<file path="config.mk">
export PLATFORM = sky130hd
export DESIGN_NAME = jcc_scan
export DESIGN_NICKNAME = d
export VERILOG_FILES = /design/src/rtl/core/jcc_pkg.sv /design/src/rtl/core/jcc_scan.sv
export SDC_FILE = /design/constraint.sdc
export NUM_CORES = 1
export LEC_CHECK = 0
export BUFFER_PORTS_ARGS = -buffer_cell sky130_fd_sc_hd__buf_4
export CAP_MARGIN = 20
export CORE_MARGIN = 4
export CORE_UTILIZATION = 53
export CTS_CLUSTER_DIAMETER = 200
export DETAILED_ROUTE_END_ITERATION = 10
export GPL_TIMING_DRIVEN = 0
export PLACE_DENSITY = 0.83
export SYNTH_ARGS = -nofsm -noshare
export SYNTH_HDL_FRONTEND = slang
export SYNTH_SLANG_ARGS = --single-unit
</file>
<file path="constraint.sdc">
create_clock -name aclk -period 3.75 [get_ports aclk]
set_clock_uncertainty 0.15 [all_clocks]
set_input_delay 0.375 -clock aclk [delete_from_list [all_inputs] [get_ports aclk]]
set_output_delay 0.375 -clock aclk [all_outputs]
set_load 0.01 [all_outputs]
</file>
<file path="src/rtl/core/jcc_pkg.sv">
`default_nettype none

package jcc_pkg;

    // Offset counter width; byte count saturates at all ones.
    localparam int OFFSET_BITS = 32;
    localparam int OFF_W       = OFFSET_BITS;
    // Walk target may run one bit past the offset range.
    localparam int TGT_W       = OFFSET_BITS + 1;
    // Width for verdict arithmetic: covers target range and 32-bit registers.
    localparam int XW          = (OFFSET_BITS + 1 > 33) ? OFFSET_BITS + 1 : 33;

    localparam int REG_ADDR_W  = 4;

    typedef logic [1:0] reg_idx_t;
    localparam reg_idx_t REG_CHECK_INTEGRITY = 2'd0;
    localparam reg_idx_t REG_MAX_EXTRA_BYTES = 2'd1;
    localparam reg_idx_t REG_WALK_LIMIT      = 2'd2;
    localparam reg_idx_t REG_EOI_WINDOW      = 2'd3;

    localparam logic        CHECK_INTEGRITY_RST = 1'b1;
    localparam logic [31:0] MAX_EXTRA_RST       = 32'd0;
    localparam logic [15:0] WALK_LIMIT_RST      = 16'd1000;
    localparam logic [15:0] EOI_WINDOW_RST      = 16'd20;

    localparam logic [7:0] BYTE_FF  = 8'hFF;
    localparam logic [7:0] BYTE_00  = 8'h00;
    localparam logic [7:0] BYTE_EOI = 8'hD9;
    localparam logic [7:0] BYTE_RST_LO = 8'hD0;
    localparam logic [7:0] BYTE_RST_HI = 8'hD7;

    localparam logic [1:0] STATUS_VALID   = 2'd0;
    localparam logic [1:0] STATUS_NO_EOI  = 2'd1;
    localparam logic [1:0] STATUS_BAD_LEN = 2'd2;

    typedef enum logic [2:0] {
        WALK_SKIP,
        WALK_SEG,
        WALK_MARKER,
        WALK_LEN_HI,
        WALK_LEN_LO,
        WALK_DONE
    } walk_mode_t;

    typedef struct packed {
        logic        check_integrity;
        logic [31:0] max_extra_bytes;
        logic [15:0] walk_limit;
        logic [15:0] eoi_window;
    } cfg_t;

    // End-of-file picture of the scan state, handed to the verdict logic.
    typedef struct packed {
        logic [OFF_W-1:0] n;
        logic             eoi_found;
        logic [OFF_W-1:0] eoi_start;
        logic             in_seg;
        logic [TGT_W-1:0] walk_target;
        logic             length_error;
        logic [OFF_W-1:0] marker_offset;
        logic [15:0]      segment_length;
    } snap_t;

    typedef struct packed {
        logic [1:0]  status;
        logic [31:0] bad_marker_offset;
        logic [15:0] bad_length;
        logic        appended_flag;
        logic [31:0] appended_bytes;
        logic [31:0] real_image_size;
    } result_t;

    function automatic logic [31:0] fit32(input logic [XW-1:0] v);
        return v[31:0];
    endfunction

endpackage

`default_nettype wire

</file>
<file path="src/rtl/core/jcc_scan.sv">
`default_nettype none

module jcc_scan import jcc_pkg::*; (
    input  wire logic       aclk,
    input  wire logic       aresetn,
    input  wire logic       en,
    input  wire logic       in_valid,
    input  wire logic [7:0] in_byte,
    input  wire logic       in_last,
    input  wire cfg_t       cfg,
    output logic            snap_valid,
    output snap_t           snap
);

    logic [OFF_W-1:0] byte_count_reg,    byte_count_next;
    logic [7:0]       previous_byte_reg;
    logic             eoi_found_reg,     eoi_found_next;
    logic [OFF_W-1:0] eoi_start_reg,     eoi_start_next;
    walk_mode_t       walk_mode_reg,     walk_mode_next;
    logic [TGT_W-1:0] walk_target_reg,   walk_target_next;
    logic [OFF_W-1:0] marker_offset_reg, marker_offset_next;
    logic [15:0]      segment_length_reg, segment_length_next;
    logic             length_error_reg,  length_error_next;

    logic             snap_valid_reg;
    snap_t            snap_reg, snap_next;

    logic [OFF_W-1:0] off;
    logic             pos_stop;
    logic             at_target;

    always_comb begin
        off       = byte_count_reg;
        pos_stop  = (off >= OFF_W'(cfg.walk_limit)) || (in_byte != BYTE_FF);
        at_target = (TGT_W'(off) == walk_target_reg);

        eoi_found_next      = eoi_found_reg;
        eoi_start_next      = eoi_start_reg;
        walk_mode_next      = walk_mode_reg;
        walk_target_next    = walk_target_reg;
        marker_offset_next  = marker_offset_reg;
        segment_length_next = segment_length_reg;
        length_error_next   = length_error_reg;

        if ((off != '0) && (previous_byte_reg == BYTE_FF) && (in_byte == BYTE_EOI)) begin
            eoi_found_next = 1'b1;
            eoi_start_next = off - OFF_W'(1);
        end

        case (walk_mode_reg)
            WALK_SKIP, WALK_SEG: begin
                if (at_target) begin
                    if (pos_stop) begin
                        walk_mode_next = WALK_DONE;
                    end else begin
                        marker_offset_next = off;
                        walk_mode_next     = WALK_MARKER;
                    end
                end
            end
            WALK_MARKER: begin
                if ((in_byte == BYTE_EOI) || (in_byte == BYTE_00)) begin
                    walk_mode_next = WALK_DONE;
                end else if (in_byte == BYTE_FF) begin
                    // fill byte: FF re-enters at this offset
                    if (pos_stop) begin
                        walk_mode_next = WALK_DONE;
                    end else begin
                        marker_offset_next = off;
                    end
                end else if (in_byte inside {[BYTE_RST_LO:BYTE_RST_HI]}) begin
                    walk_target_next = TGT_W'(marker_offset_reg) + TGT_W'(2);
                    walk_mode_next   = WALK_SKIP;
                end else begin
                    walk_mode_next = WALK_LEN_HI;
                end
            end
            WALK_LEN_HI: begin
                segment_length_next = {in_byte, 8'h00};
                walk_mode_next      = WALK_LEN_LO;
            end
            WALK_LEN_LO: begin
                segment_length_next = {segment_length_reg[15:8], in_byte};
                if (segment_length_next < 16'd2) begin
                    length_error_next = 1'b1;
                    walk_mode_next    = WALK_DONE;
                end else begin
                    walk_target_next = TGT_W'(marker_offset_reg) + TGT_W'(2)
                                     + TGT_W'(segment_length_next);
                    walk_mode_next   = WALK_SEG;
                end
            end
            default: begin
                walk_mode_next = walk_mode_reg;
            end
        endcase

        byte_count_next = (off != {OFF_W{1'b1}}) ? off + OFF_W'(1) : off;

        snap_next.n              = byte_count_next;
        snap_next.eoi_found      = eoi_found_next;
        snap_next.eoi_start      = eoi_start_next;
        snap_next.in_seg         = (walk_mode_next == WALK_SEG);
        snap_next.walk_target    = walk_target_next;
        snap_next.length_error   = length_error_next;
        snap_next.marker_offset  = marker_offset_next;
        snap_next.segment_length = segment_length_next;
    end

    always_ff @(posedge aclk) begin
        if (!aresetn) begin
            byte_count_reg     <= '0;
            previous_byte_reg  <= '0;
            eoi_found_reg      <= 1'b0;
            eoi_start_reg      <= '0;
            walk_mode_reg      <= WALK_SKIP;
            walk_target_reg    <= TGT_W'(2);
            marker_offset_reg  <= '0;
            segment_length_reg <= '0;
            length_error_reg   <= 1'b0;
        end else if (en && in_valid) begin
            if (in_last) begin
                // file done: back to the start-of-file state
                byte_count_reg     <= '0;
                previous_byte_reg  <= '0;
                eoi_found_reg      <= 1'b0;
                eoi_start_reg      <= '0;
                walk_mode_reg      <= WALK_SKIP;
                walk_target_reg    <= TGT_W'(2);
                marker_offset_reg  <= '0;
                segment_length_reg <= '0;
                length_error_reg   <= 1'b0;
            end else begin
                byte_count_reg     <= byte_count_next;
                previous_byte_reg  <= in_byte;
                eoi_found_reg      <= eoi_found_next;
                eoi_start_reg      <= eoi_start_next;
                walk_mode_reg      <= walk_mode_next;
                walk_target_reg    <= walk_target_next;
                marker_offset_reg  <= marker_offset_next;
                segment_length_reg <= segment_length_next;
                length_error_reg   <= length_error_next;
            end
        end
    end

    always_ff @(posedge aclk) begin
        if (!aresetn) begin
            snap_valid_reg <= 1'b0;
        end else if (en) begin
            snap_valid_reg <= in_valid && in_last;
        end
    end

    always_ff @(posedge aclk) begin
        if (en) begin
            snap_reg <= snap_next;
        end
    end

    assign snap_valid = snap_valid_reg;
    assign snap       = snap_reg;

endmodule

`default_nettype wire

</file>
## Yosys cells after proc, flatten, opt, wreduce, memory -nomap -nowiden

Cells that the tools add are included.

| word-level totals | value |
|---|---|
| output and inout port bits | 149 |
| flip-flop bits (word level) | 307 |
| word-level logic and storage cells | 81 |

| operators by class | value |
|---|---|
| muxes and demuxes | 33 |
| $add $sub $neg | 4 |
| equality and inequality tests | 11 |
| reduce and logical (&&, ||, !) cells | 11 |
| order comparisons | 4 |

Operator list:

| cell | number |
|---|---|
| 2-to-1 mux 32 bit | 9 |
| 2-to-1 mux 33 bit | 5 |
| one-hot mux 33 bit (2 select lines) | 1 |
| one-hot mux 32 bit (2 select lines) | 1 |
| adder 32 x 2 -> 33 bit (second input constant) | 1 |
| adder 33 x 16 -> 33 bit | 1 |
| == test 32 x 33 -> 1 bit | 1 |
| adder 32 x 1 -> 32 bit (second input constant) | 1 |
| >= comparator 32 x 16 -> 1 bit | 1 |
| inequality test 32 bit (second input constant) | 1 |
| one-hot mux 16 bit (2 select lines) | 1 |
| nonzero test 32 bit | 1 |
| subtractor 32 x 1 -> 32 bit (second input constant) | 1 |
| == test 8 bit (second input constant) | 3 |
| 2-to-1 mux 3 bit | 7 |
| less-than comparator 16 x 2 -> 1 bit (second input constant) | 1 |
| 2-to-1 mux 16 bit | 1 |
| one-hot mux 3 bit (4 select lines) | 1 |
| >= comparator 8 bit (second input constant) | 1 |
| less-or-equal comparator 8 bit (second input constant) | 1 |
| logical NOT 8 bit | 1 |
| 2-to-1 mux 8 bit | 1 |
| inequality test 8 bit (second input constant) | 1 |
| == test 3 x 1 -> 1 bit (second input constant) | 2 |
| 8 further kinds | 18 |

## Logic depth before layout (Yosys ltp)

Gate-level depths: netlist (run 1).

| depth | value |
|---|---|
| word-level depth | 7 |
| mapped depth | 16 |
| gate-level depth less buffers | 15 |

## Worst setup path after synthesis (run 1)

No wires, ideal clock.

| timing path | value |
|---|---|
| path type | reg-to-reg |
| from | reg marker_offset_reg[1] |
| to | reg snap_reg (netlist bit snap[70]), data pin |
| slack | -191 ps |
| data arrival time | 3,517 ps |
| stages on the path, launching flop included | 16 |
| buffers on the path | 0 |
| data required time | 3,325 ps |
| cell sequence | dfxtp_1 ha_1 nand3_1 nor2_1 nand2_1 xor2_1 inv_1 ha_1 nand4_1 nor2_1 nand3_1 a21boi_0 a41oi_1 nor4_1 xor2_1 o221ai_1 |

RTL lines:

| element | RTL line | RTL |
|---|---|---|
| start, declared | jcc_scan.sv:21 | `logic [OFF_W-1:0] marker_offset_reg, marker_offset_next;` |
| start signal, assigned | jcc_scan.sv:140 | `marker_offset_reg <= marker_offset_next;` |
| end signal, assigned | jcc_scan.sv:157 | `snap_reg <= snap_next;` |
| end, declared | jcc_scan.sv:26 | `snap_t snap_reg, snap_next;` |

==> impl_results.md, run 1 <==
- Pin count of the biggest net entering global routing: 83
- DR WL/cell: 23.8 um
- Width of the die: 184 um
- Final core occ: 65.5%
- Sw frac: 23.4%
- Worst-Margin Slew: 969 ps
- Antenna violations before repair: 0
- Top cell by count, worst path: ha_4
- CP startpoint kind: register
- Routed Antenna Nets: 0
- Final Slew Violations: 0
- P&R area growth vs syn: 21.7%
- WP data arrival: 3850 ps
- I/O Buffers: 177
- Post-synth ARST share: 0%
- CP Class: reg -> reg
- Routed wire length: 56400 um
- Tot GR Track Use: 31.6%
- Endpoints failing setup: 0
- Cells after synthesis: 1721
- Number of synthesized register bits: 307
- Worst-Skew Late Latency: 580 ps
- Mean area per synthesized cell: 9.57 um2
- CP Max Fanout: 6
- Total power per unit cell area: 363 nW/um2
- Synth warn: 0
- Core Area: 30600 um2
- Num Clock Sinks: 307
- RSZ-0062 raised after global routing: yes
- Netlist cell types: 80
- Setup WS post-layout: 30.1 ps
- Worst vdd ir: 0.362 mV
- Final hold viol count: 0
- # diodes: 0
- Root Driver: clkbuf_16
- Biggest cell delay along the critical path: 420 ps
- Dpl ws: -1200 ps
- Share of cells above drive strength 1: 20.3%
- Number of H-tree levels: 1
- Most frequent cells in the layout: 198 x buf_4, 152 x nand2_1, 151 x dfxtp_1
- Synth Flop Type: dfxtp_1
- Clock transition at path regs: 70 ps
- Starting Density: 53.8%
- CP Cell Sequence: ha_4 > nand3_4 > nor2_4 > nand2_2 > xor2_2 > inv_2 > ha_4 > nand4_1 > nor2_1 > nand3_2 > a21boi_4 > a41oi_4 > buf_12 > nor4_4 > xor2_1 > o221ai_1
- P_leak: 0.00789 uW
- Comb pwr share: 5.9%
- Max reg flops: 148
- GRT Residual Overflow: 0
- Die height: 184 um
- Placer Congestion: 1.03
- Commonest non-fill, non-tap cell in the layout: buf_4
- CTS tree: done
- Hold Crit Class: in -> reg
- Slowest library cell on the worst path: dfxtp_4
- First-pass GRT wire length: 83800 um
- CTS Buf Count: 31
- Drt drc: 0
- Tcrit/Tclk final: 99.2%
- Initial DRC count: 2036
- Register area share after synthesis: 46.3%
- Critical Path End Type: register
- Cts hold-fix bufs: 0
- Worst EP required: 3880 ps
- Vias: 15227
- Site Rows: 64
- Die area: 34000 um2
- Reg power frac: 49.2%
- Fmax: 269 MHz
- # IOs: 227
- Post-synth EDFFs: 148
- Synthesized Nets: 1835
- Internal: 5580 uW
- Final nets: 2063
- Final HPWL DP: 41400 um
- Fin crit period: 3720 ps
- Status: complete, no violations
- Synthesized area: 16500 um2
- Slew HR: 35.4%
- CTS Buffer Depth: 3
- Hold_ws: 69.4 ps
- First-pass iteration count of the detailed router: 7
- Clock power frac: 44.9%
- Max cap viols: 0
- Sw power: 1700 uW
- Vias in the first global route: 14181
- Via density: 6.42
==> cell usage after synthesis, drive strengths merged (3+ instances only) <==
cell type	count	area share [%]
a32o	4	0.24
a32oi	4	0.21
dfxtp	159	19
nand3b	6	0.27
nand2	154	3.5
o31ai	22	1.0
edfxtp	148	27
o21ai	121	3.7
clkbuf	97	2.2
o31a	3	0.16
a21o	13	0.64
xnor2	68	3.6
a211o	4	0.27
nor4	36	1.6
buf	34	1.1
or2	6	0.23
nor3	49	1.6
or4	9	0.46
o21bai	5	0.23
nor2b	61	2.3
nor2	77	1.8
o22ai	5	0.19
and4	11	0.58
a221o	4	0.24
inv	37	0.84
and2	50	1.9
or3	13	0.52
xor2	76	4.0
nor3b	8	0.43
a211oi	17	0.77
a22o	33	1.8
o221ai	13	0.69
a22oi	63	2.9
nand3	33	1.0
o21a	9	0.41
a21oi	81	2.5
and3	38	1.4
o211ai	7	0.35
ha	35	2.7
mux2	14	0.96
a21boi	11	0.50
nand2b	12	0.46
a31oi	13	0.49
nand4	33	1.4
==> routing by layer <==
metal	part of all wire (%)	GRT usage, %	vias to the layer above
li1	-	-	6809
met1	39	43.4	7164
met2	44	48.8	1050
met3	11	6.34	204
met4	5.2	14.1	0
met5	0	0	-
==> cells by family after synthesis <==
logic type / count (synthesis) / synth area share [%]
AO/OA/AOI/OAI: 452 / 18.3
XOR/XNOR: 144 / 7.66
adder cells (fa/ha/maj): 36 / 2.78
buffers and inverters: 168 / 4.17
flip-flops: 307 / 46.3
multiplexers: 15 / 1.02
AND/OR/NAND/NOR: 599 / 19.8
==> final cells by class <==
cell class	count	area [um2]
multi-input combinational	1246	8590
fill	2458	10500
clock buffer	36	856
timing repair buffer	198	1520
clock inverter	22	223
inverter	37	139
sequential	307	7640
tap	396	495
buffer	128	574
==> timing repair <==
action	in CTS	in global routing
pin swaps	5	18
buffers inserted	8	12
setup endpoints to repair	91	71
gates resized for setup	51	60
==> final timing paths <==
| check | startpoint | to | slack [ps] | depth (start not counted) |
|---|---|---|---|---|
| min | in_byte[7] | snap[15] | 70 | 2 |
| max | marker_offset_reg[2] | snap[70] | 30 | 16 |
| min reg2reg | eoi_start_reg[24] | eoi_start_reg[24] | 310 | 2 |
| max reg2reg | marker_offset_reg[2] | snap[70] | 30 | 16 |
==> worst max-delay path: cells and delay by family, from the launching register on <==
kind,cells,cell delay [ps]
adders and majority gates,2,480
and+or+nand+nor,7,1160
AOI/OAI and AO/OA,3,540
buffers and inverters,2,250
xor gates and xnor gates,2,420
DFF,1,420
==> stage by stage <==
step	setup TNS, ps	instance area [um2]	instances	total power [uW]
3_3_place_gp	-50590	18300	2294	4060
4_1_cts	0	19700	2359	7300
5_1_grt	-74.7	20000	2370	7490
3_5_place_dp	-44070	18300	2295	4070
6_report	0	20000	2370	7280
2_1_floorplan	0	16500	1721	3830
==> power by group through the flow <==
| stage | Combinational [uW] | Sequential (uW) | Clock (uW) |
|---|---|---|---|
| 4_1_cts | 419 | 3580 | 3300 |
| 3_3_place_gp | 404 | 3660 | 0 |
| 6_report | 428 | 3580 | 3270 |
| 2_1_floorplan | 144 | 3690 | 0 |
| 3_5_place_dp | 416 | 3660 | 0 |
| 5_1_grt | 451 | 3590 | 3450 |
Note: power is estimated with default switching activity, not from simulation.
==> inputs of run 2 (changes only) <==
- ABC_AREA: unset -> 1
- GPL_TIMING_DRIVEN: 0 -> unset
==> run 2 against run 1 <==
  * Setup slack better by 240 ps
  * Global-route usage down 2.4 points
  * Combinational power up 12%
  * Sequential share of layout area down 1.5 points
  * Via count up 11%
  * Critical path depth up 3
  * Wire length down 2.4%
==> impl_results.md, run 2 <==
- Share of cells above drive strength 1: 15.9% (-4.3 points)
- Synth Flop Type: dfxtp_1
- Synthesized area: 18000 um2 (+9.0%)
- I/O Buffers: 177 (unchanged)
- Hold Crit Class: in -> reg
- Core Area: 33400 um2 (+9.3%)
- Area of placed instances: 19600 um2 (+6.9%)
- Vias: 16922 (+11%)
- RSZ-0062 raised after global routing: no
- Clock transition at path regs: 70 ps (about the same)
- Reg2Reg Setup Slack: 270 ps (+240 ps)
- GRT Residual Overflow: 0 (unchanged)
- Most frequent cells in the layout: 734 x nand2_1, 223 x buf_4, 217 x a21oi_1
- Top cells by count, synth: 735 x nand2_1, 217 x a21oi_1, 203 x inv_1, 173 x nor2_1
- Worst EP required: 4090 ps (+210 ps)
- Placer Congestion: 1.04 (+0.77%)
- Worst-Margin Slew: 1100 ps (+130 ps)
- Final nets: 2642 (+28%)
- CP Cell Sequence: ha_1 > nand2_1 > nor2_8 > buf_4 > nand3_4 > xor2_1 > ha_1 > nand2_1 > nor4_1 > nand2_1 > nand3_1 > nand3_4 > inv_2 > nand2_1 > o21ai_1 > nand3_1 > nand2_1 > nand2_1 > a21oi_2
- Status: complete, no violations
- Simple-Gate Fraction of Synth Area: 30.3% (+11 points)
- Cells after synthesis: 2390 (+39%)
- Post-synth ARST share: 0% (unchanged)
- P&R area growth vs syn: 16.1%
- Hold Path Stages: 3 (+1)
- Post-route cell area: 20900 um2 (+4.0%)
- Top cell by count, worst path: nand2_1
- Tot GR Track Use: 29.3% (-2.4 points)
- Met2 Use GR: 49.1% (+0.35 points)
- PnR Total Power: 7330 uW (+0.66%)
- Root Driver: clkbuf_16
- Compound-cell area share of the yosys netlist: 11.4% (-7.0 points)
- Worst vdd ir: 0.342 mV (-5.5%)
- Drt drc: 0 (unchanged)
- Final hold viol count: 0 (unchanged)
- Vias in the first global route: 16074 (+13%)
- Synth warn: 0 (unchanged)
- Biggest cell delay along the critical path: 380 ps (-40 ps)
- # diodes: 0 (unchanged)
- XOR/XNOR Fraction of Synth Area: 4.24% (-3.4 points)
- Netlist cell types: 63 (-21%)
- Num Clock Sinks: 307 (unchanged)
- P_leak: 0.00888 uW (+13%)
- CP startpoint kind: register
- Area share of the largest cell type after synthesis: 24.7% (-2.2 points)
- Routed wire length: 55000 um (-2.4%)
- Worst Reg2Reg Path Length in Cells: 19 (+3)
- Die height: 192 um (+4.2%)
- Final Slew Violations: 0 (unchanged)
- Routed Antenna Nets: 0 (unchanged)
- Yosys top cell by area: edfxtp_1
- Worst R2R Start: marker_offset_reg[1]
- Starting Density: 53.7% (-0.15 points)
- Critical Path End Type: register
- Initial DRC count: 2000 (-1.8%)
- First-pass iteration count of the detailed router: 9 (+2)
- Number of H-tree levels: 1 (unchanged)
- Worst-Skew Late Latency: 570 ps (about the same)
- Mux cell area share after synthesis: 0.794% (-0.22 points)
- Commonest non-fill, non-tap cell in the layout: nand2_1
- Total power per unit cell area: 351 nW/um2 (-3.2%)
- CTS Buf Count: 31 (unchanged)
- First-pass GRT wire length: 86400 um (+3.1%)
- GR peak layer: met2
- Antenna violations before repair: 0 (unchanged)
- Synth area leaders: edfxtp_1 25%, dfxtp_1 18%, nand2_1 15%
- Top-count cell post-synth: nand2_1
- Synthesized Nets: 2504 (+36%)
- Adder-cell share of the synthesized area: 2.55% (-0.23 points)
- Tcrit/Tclk final: 92.8% (-6.4 points)
- Routing usage on met1: 39.0% (-4.3 points)
- CP Max Fanout: 6 (unchanged)
- DR WL/cell: 18.3 um (-23%)
- Number of synthesized register bits: 307 (unchanged)
- CP Class: reg -> reg
- Hold_sp: in_byte[7]
- # IOs: 227 (unchanged)
- Mean area per synthesized cell: 7.52 um2 (-21%)
- Register area share after synthesis: 42.5% (-3.8 points)
- Via density: 5.64 (-12%)
- Post-Layout Cell Count: 3000 (+27%)
- Capturing point of the worst reg2reg path: walk_target_reg[30]
- Slowest library cell on the worst path: dfxtp_2
- Final core occ: 62.3% (-3.2 points)
- Pin count of the biggest net entering global routing: 109 (+31%)
- Setup tns final: 0 ps (unchanged)
- Main combinational cell family by area after synthesis: simple AND/OR/NAND/NOR gates
- Width of the die: 192 um (+4.2%)
- Endpoints failing setup: 0 (unchanged)
- Max cap viols: 0 (unchanged)
- Slew HR: 26.7% (-8.7 points)
- Max reg flops: 148 (unchanged)
- CTS tree: done
- Post-synth EDFFs: 148 (unchanged)
- Worst Hold Path EP: snap[7]
- Placed cells: 2931 (+28%)
- Fin crit period: 3480 ps (-241 ps)
- Die area: 36900 um2 (+8.6%)
- Site Rows: 67 (+4.7%)
- Final HPWL DP: 40700 um (-1.7%)
- CTS Buffer Depth: 3 (unchanged)
- Fmax: 287 MHz (+6.9%)
- WP data arrival: 3820 ps (-30 ps)
- M3 GR Usage: 3.54% (-2.8 points)
-- run 2: worst max-delay path by stage --
stage	depth (start not counted)	from	endpoint
CTS	20	marker_offset_reg[2]	snap[76]
detailed placement	20	marker_offset_reg[2]	snap[78]
global placement	20	marker_offset_reg[2]	snap[78]
floorplan	21	marker_offset_reg[1]	snap[78]
global route	20	marker_offset_reg[10]	walk_target_reg[27]
finish	19	marker_offset_reg[1]	walk_target_reg[30]
-- run 2: layout make-up --
type                    instances  area, um2
fillers                      2888      12600
multi-input cells            1725       8900
flip-flops and latches        307       7630
repair buffers                236       1830
inverters                     227        857
clock buffers                  35        811
well taps                     448        561
clock inverters                22        262
-- run 2: cell families after synthesis --
group	count (synthesis)
and+or+nand+nor	1226
AOI/OAI and AO/OA	365
buffers and inverters	358
DFF	307
xor gates and xnor gates	84
adders and majority gates	36
muxes	14
-- run 2: metal layers --
metal  wire (um)  vias to the layer above
met5           0                        -
met4        2350                        0
met3        4490                      153
met2       25700                      835
met1       22400                     7835
li1            -                     8099
-- run 2: where the power goes --
part           switching, uW  total (uW)  internal, uW  leakage (uW)
clock                   1340        3240          1900      0.000519
sequential              29.0        3600          3580       0.00282
combinational            308         481           172       0.00554
-- run 2: what timing repair did --
action / 4_1_cts / 5_1_grt
hold endpoints to repair: 11 / 0
setup buffers: 0 / 2
endpoints found under the setup margin: 0 / 31
hold buffers: 10 / 0
gates resized for setup: 0 / 9
-- run 2: critical path: cells and delay by family, from the launching register on --
family	cells	cell delay (ps)
adder cells (fa/ha/maj)	2	570
AND/OR/NAND/NOR	12	1620
flip-flops	1	380
buffers and inverters	2	250
AO/OA/AOI/OAI	2	260
XOR/XNOR	1	190
-- run 2: per-stage QoR --
step,hold slack [ps],setup WS [ps]
after global routing,116,1.17
final,86.0,271
after global placement,298,233
after detailed placement,305,169
after floorplan,291,576
after CTS,54.9,157
==> inputs of run 3 (changes only) <==
- ABC_AREA: 1 -> unset
==> run 3 against run 2 <==
  * Sequential cell count unchanged
  * Critical path depth down 2
  * Global-route usage up 0.66 points
  * Fmax down 4.3%
  * Clock power up 2%
  * Highest routed layer unchanged
  * Final cell count down 21%
  * Clock-buffer cell count up 2
  * Sequential share of layout area up 1.2 points
  * Power down 0.16%
  * Largest power group unchanged
==> impl_results.md, run 3 (synthesized netlist as in run 1, its figures left out) <==
- Pin count of the biggest net entering global routing: 65 (-40%)
- Final nets: 2070 (-22%)
- Width of the die: 184 um (-4.1%)
- I/O Buffers: 177 (unchanged)
- Worst EP required: 4080 ps (about the same)
- Sw frac: 22.6% (-0.26 points)
- Hold Crit Class: in -> reg
- Site Rows: 64 (-4.5%)
- Reg2Reg Setup Slack: 110 ps (-160 ps)
- Slew HR: 31.3% (+4.6 points)
- Num Clock Sinks: 307 (unchanged)
- Multi-input logic area: 8290 um2 (-6.9%)
- Biggest cell delay along the critical path: 510 ps (+130 ps)
- CP Cell Sequence: ha_2 > nand3_1 > nor2_2 > nand2_2 > xor2_2 > buf_4 > inv_1 > ha_2 > o311ai_0 > a21boi_2 > buf_4 > a41o_1 > buf_4 > a21oi_1 > o31ai_1 > buf_4 > a22o_1
- Status: complete, no violations
- Setup WS post-layout: 113 ps (-158 ps)
- CTS tree: done
- Seq. cell area: 7630 um2 (about the same)
- Fmax: 275 MHz (-4.3%)
- Endpoints failing setup: 0 (unchanged)
- Via density: 6.30 (+12%)
- Drt drc: 0 (unchanged)
- Dpl ws: -50.6 ps (-219 ps)
- Post-route cell area: 20200 um2 (-3.3%)
- Cts hold-fix bufs: 0 (-10)
- Comb pwr share: 5.6% (-1.0 points)
- P_leak: 0.00820 uW (-7.7%)
- Internal: 5660 uW (+0.17%)
- Core Area: 30600 um2 (-8.5%)
- Initial DRC count: 1700 (-15%)
- Final core occ: 65.9% (+3.6 points)
- Capturing point of the worst reg2reg path: walk_target_reg[17]
- Antenna violations before repair: 0 (unchanged)
- Number of H-tree levels: 1 (unchanged)
- Final HPWL DP: 38000 um (-6.5%)
- Routed wire length: 53000 um (-3.6%)
- CP top delay family: compound AO/OA/AOI/OAI gates
- Share of cells above drive strength 1: 23.0% (+7.0 points)
- Slowest library cell on the worst path: o311ai_0
- Die area: 34000 um2 (-8.0%)
- Final hold viol count: 0 (unchanged)
- Clock transition at path regs: 70 ps (about the same)
- Sw power: 1660 uW (-1.3%)
- DR WL/cell: 22.3 um (+22%)
- First-pass GRT wire length: 80500 um (-6.8%)
- Routed Antenna Nets: 0 (unchanged)
- Final Slew Violations: 0 (unchanged)
- Worst Path Buf+Inv: 5 (+3)
- Reg power frac: 49.0% (-0.2 points)
- Total power per unit cell area: 363 nW/um2 (+3.2%)
- Die height: 184 um (-4.1%)
- P&R area growth vs syn: 22.4%
- CP Class: reg -> reg
- Placer Congestion: 0.975 (-6.4%)
- RSZ-0062 raised after global routing: yes
- CP Max Fanout: 5 (-1)
- Area of placed instances: 19000 um2 (-3.3%)
- CTS Buf Count: 31 (unchanged)
- Hold_sp: en
- # diodes: 0 (unchanged)
- Tot GR Track Use: 29.9% (+0.66 points)
- CTS Buffer Depth: 3 (unchanged)
- Worst R2R Start: marker_offset_reg[1]
- Vias in the first global route: 13999 (-13%)
- Worst Reg2Reg Path Length in Cells: 17 (-2)
- Setup tns final: 0 ps (unchanged)
- Root Driver: clkbuf_16
- Hold_ws: 27.2 ps (-58.8 ps)
- WP data arrival: 3960 ps (+140 ps)
- Clock power frac: 45.3% (+1.0 points)
- Critical Path End Type: register
- CP startpoint kind: register
- Worst Hold Path EP: snap[42]
- Top cell by count, worst path: buf_4
- First-pass iteration count of the detailed router: 6 (-3)
- Vias: 14978 (-11%)
- Worst-Margin Slew: 1030 ps (-68.0 ps)
- Worst-Skew Late Latency: 580 ps (about the same)
- # IOs: 227 (unchanged)
- Most frequent cells in the layout: 327 x buf_4, 157 x dfxtp_1, 153 x nand2_1
- Fin crit period: 3640 ps (+158 ps)
- Max cap viols: 0 (unchanged)
- Hold Path Stages: 1 (-2)
- GRT Residual Overflow: 0 (unchanged)
- Starting Density: 53.8% (+0.15 points)
- Worst vdd ir: 0.319 mV (-6.6%)
- Max reg flops: 148 (unchanged)
- Commonest non-fill, non-tap cell in the layout: buf_4
- FILL cells: 2435 (-16%)
- Tcrit/Tclk final: 97.0% (+4.2 points)
## run 3: worst reg2reg max path, cell delays in order, from the launching register on
cell	delay, ps
dfxtp_2	350
ha_2	190
nand3_1	110
nor2_2	170
nand2_2	90
xor2_2	150
buf_4	150
inv_1	60
ha_2	300
o311ai_0	520
a21boi_2	160
buf_4	170
a41o_1	250
buf_4	160
a21oi_1	120
o31ai_1	80
buf_4	140
a22o_1	190
## run 3: layout make-up
cell class	count	share of cell area, %
tap	396	2.46
sequential	307	37.8
multi-input combinational	1246	41.1
clock inverter	21	1.36
inverter	37	0.689
timing repair buffer	333	12.6
clock buffer	37	3.96
## run 3: worst max path at each step
stage	startpoint	to	cells past startpoint
3_3_place_gp	marker_offset_reg[1]	walk_target_reg[23]	18
6_report	marker_offset_reg[1]	walk_target_reg[17]	17
2_1_floorplan	marker_offset_reg[1]	snap[68]	15
3_5_place_dp	marker_offset_reg[1]	walk_target_reg[23]	18
5_1_grt	marker_offset_reg[1]	walk_target_reg[17]	17
4_1_cts	marker_offset_reg[1]	walk_target_reg[17]	18
## run 3: per-layer routing
| metal | global-route usage [%] | share of wire, % |
|---|---|---|
| met5 | 0 | 0 |
| met1 | 41.5 | 40 |
| met3 | 4.70 | 10 |
| met2 | 47.8 | 45 |
| met4 | 10.9 | 4.1 |
## run 3: metrics by stage
stage | total power, uW | instances
final | 7320 | 2377
after global routing | 7530 | 2377
after CTS | 7340 | 2376
after detailed placement | 4070 | 2318
after global placement | 4060 | 2318
after floorplan | 3830 | 1721
## run 3: power by group through the flow
stage	combinational (uW)	clock [uW]	sequential, uW
2_1_floorplan	144	0	3690
3_3_place_gp	397	0	3660
3_5_place_dp	406	0	3660
4_1_cts	407	3350	3590
5_1_grt	438	3500	3590
6_report	412	3320	3590
## run 3: timing repair
item / in CTS / in global routing
gates resized for setup: 1 / 26
setup endpoints to repair: 6 / 39
pin swaps: 0 / 6
setup buffers: 0 / 1
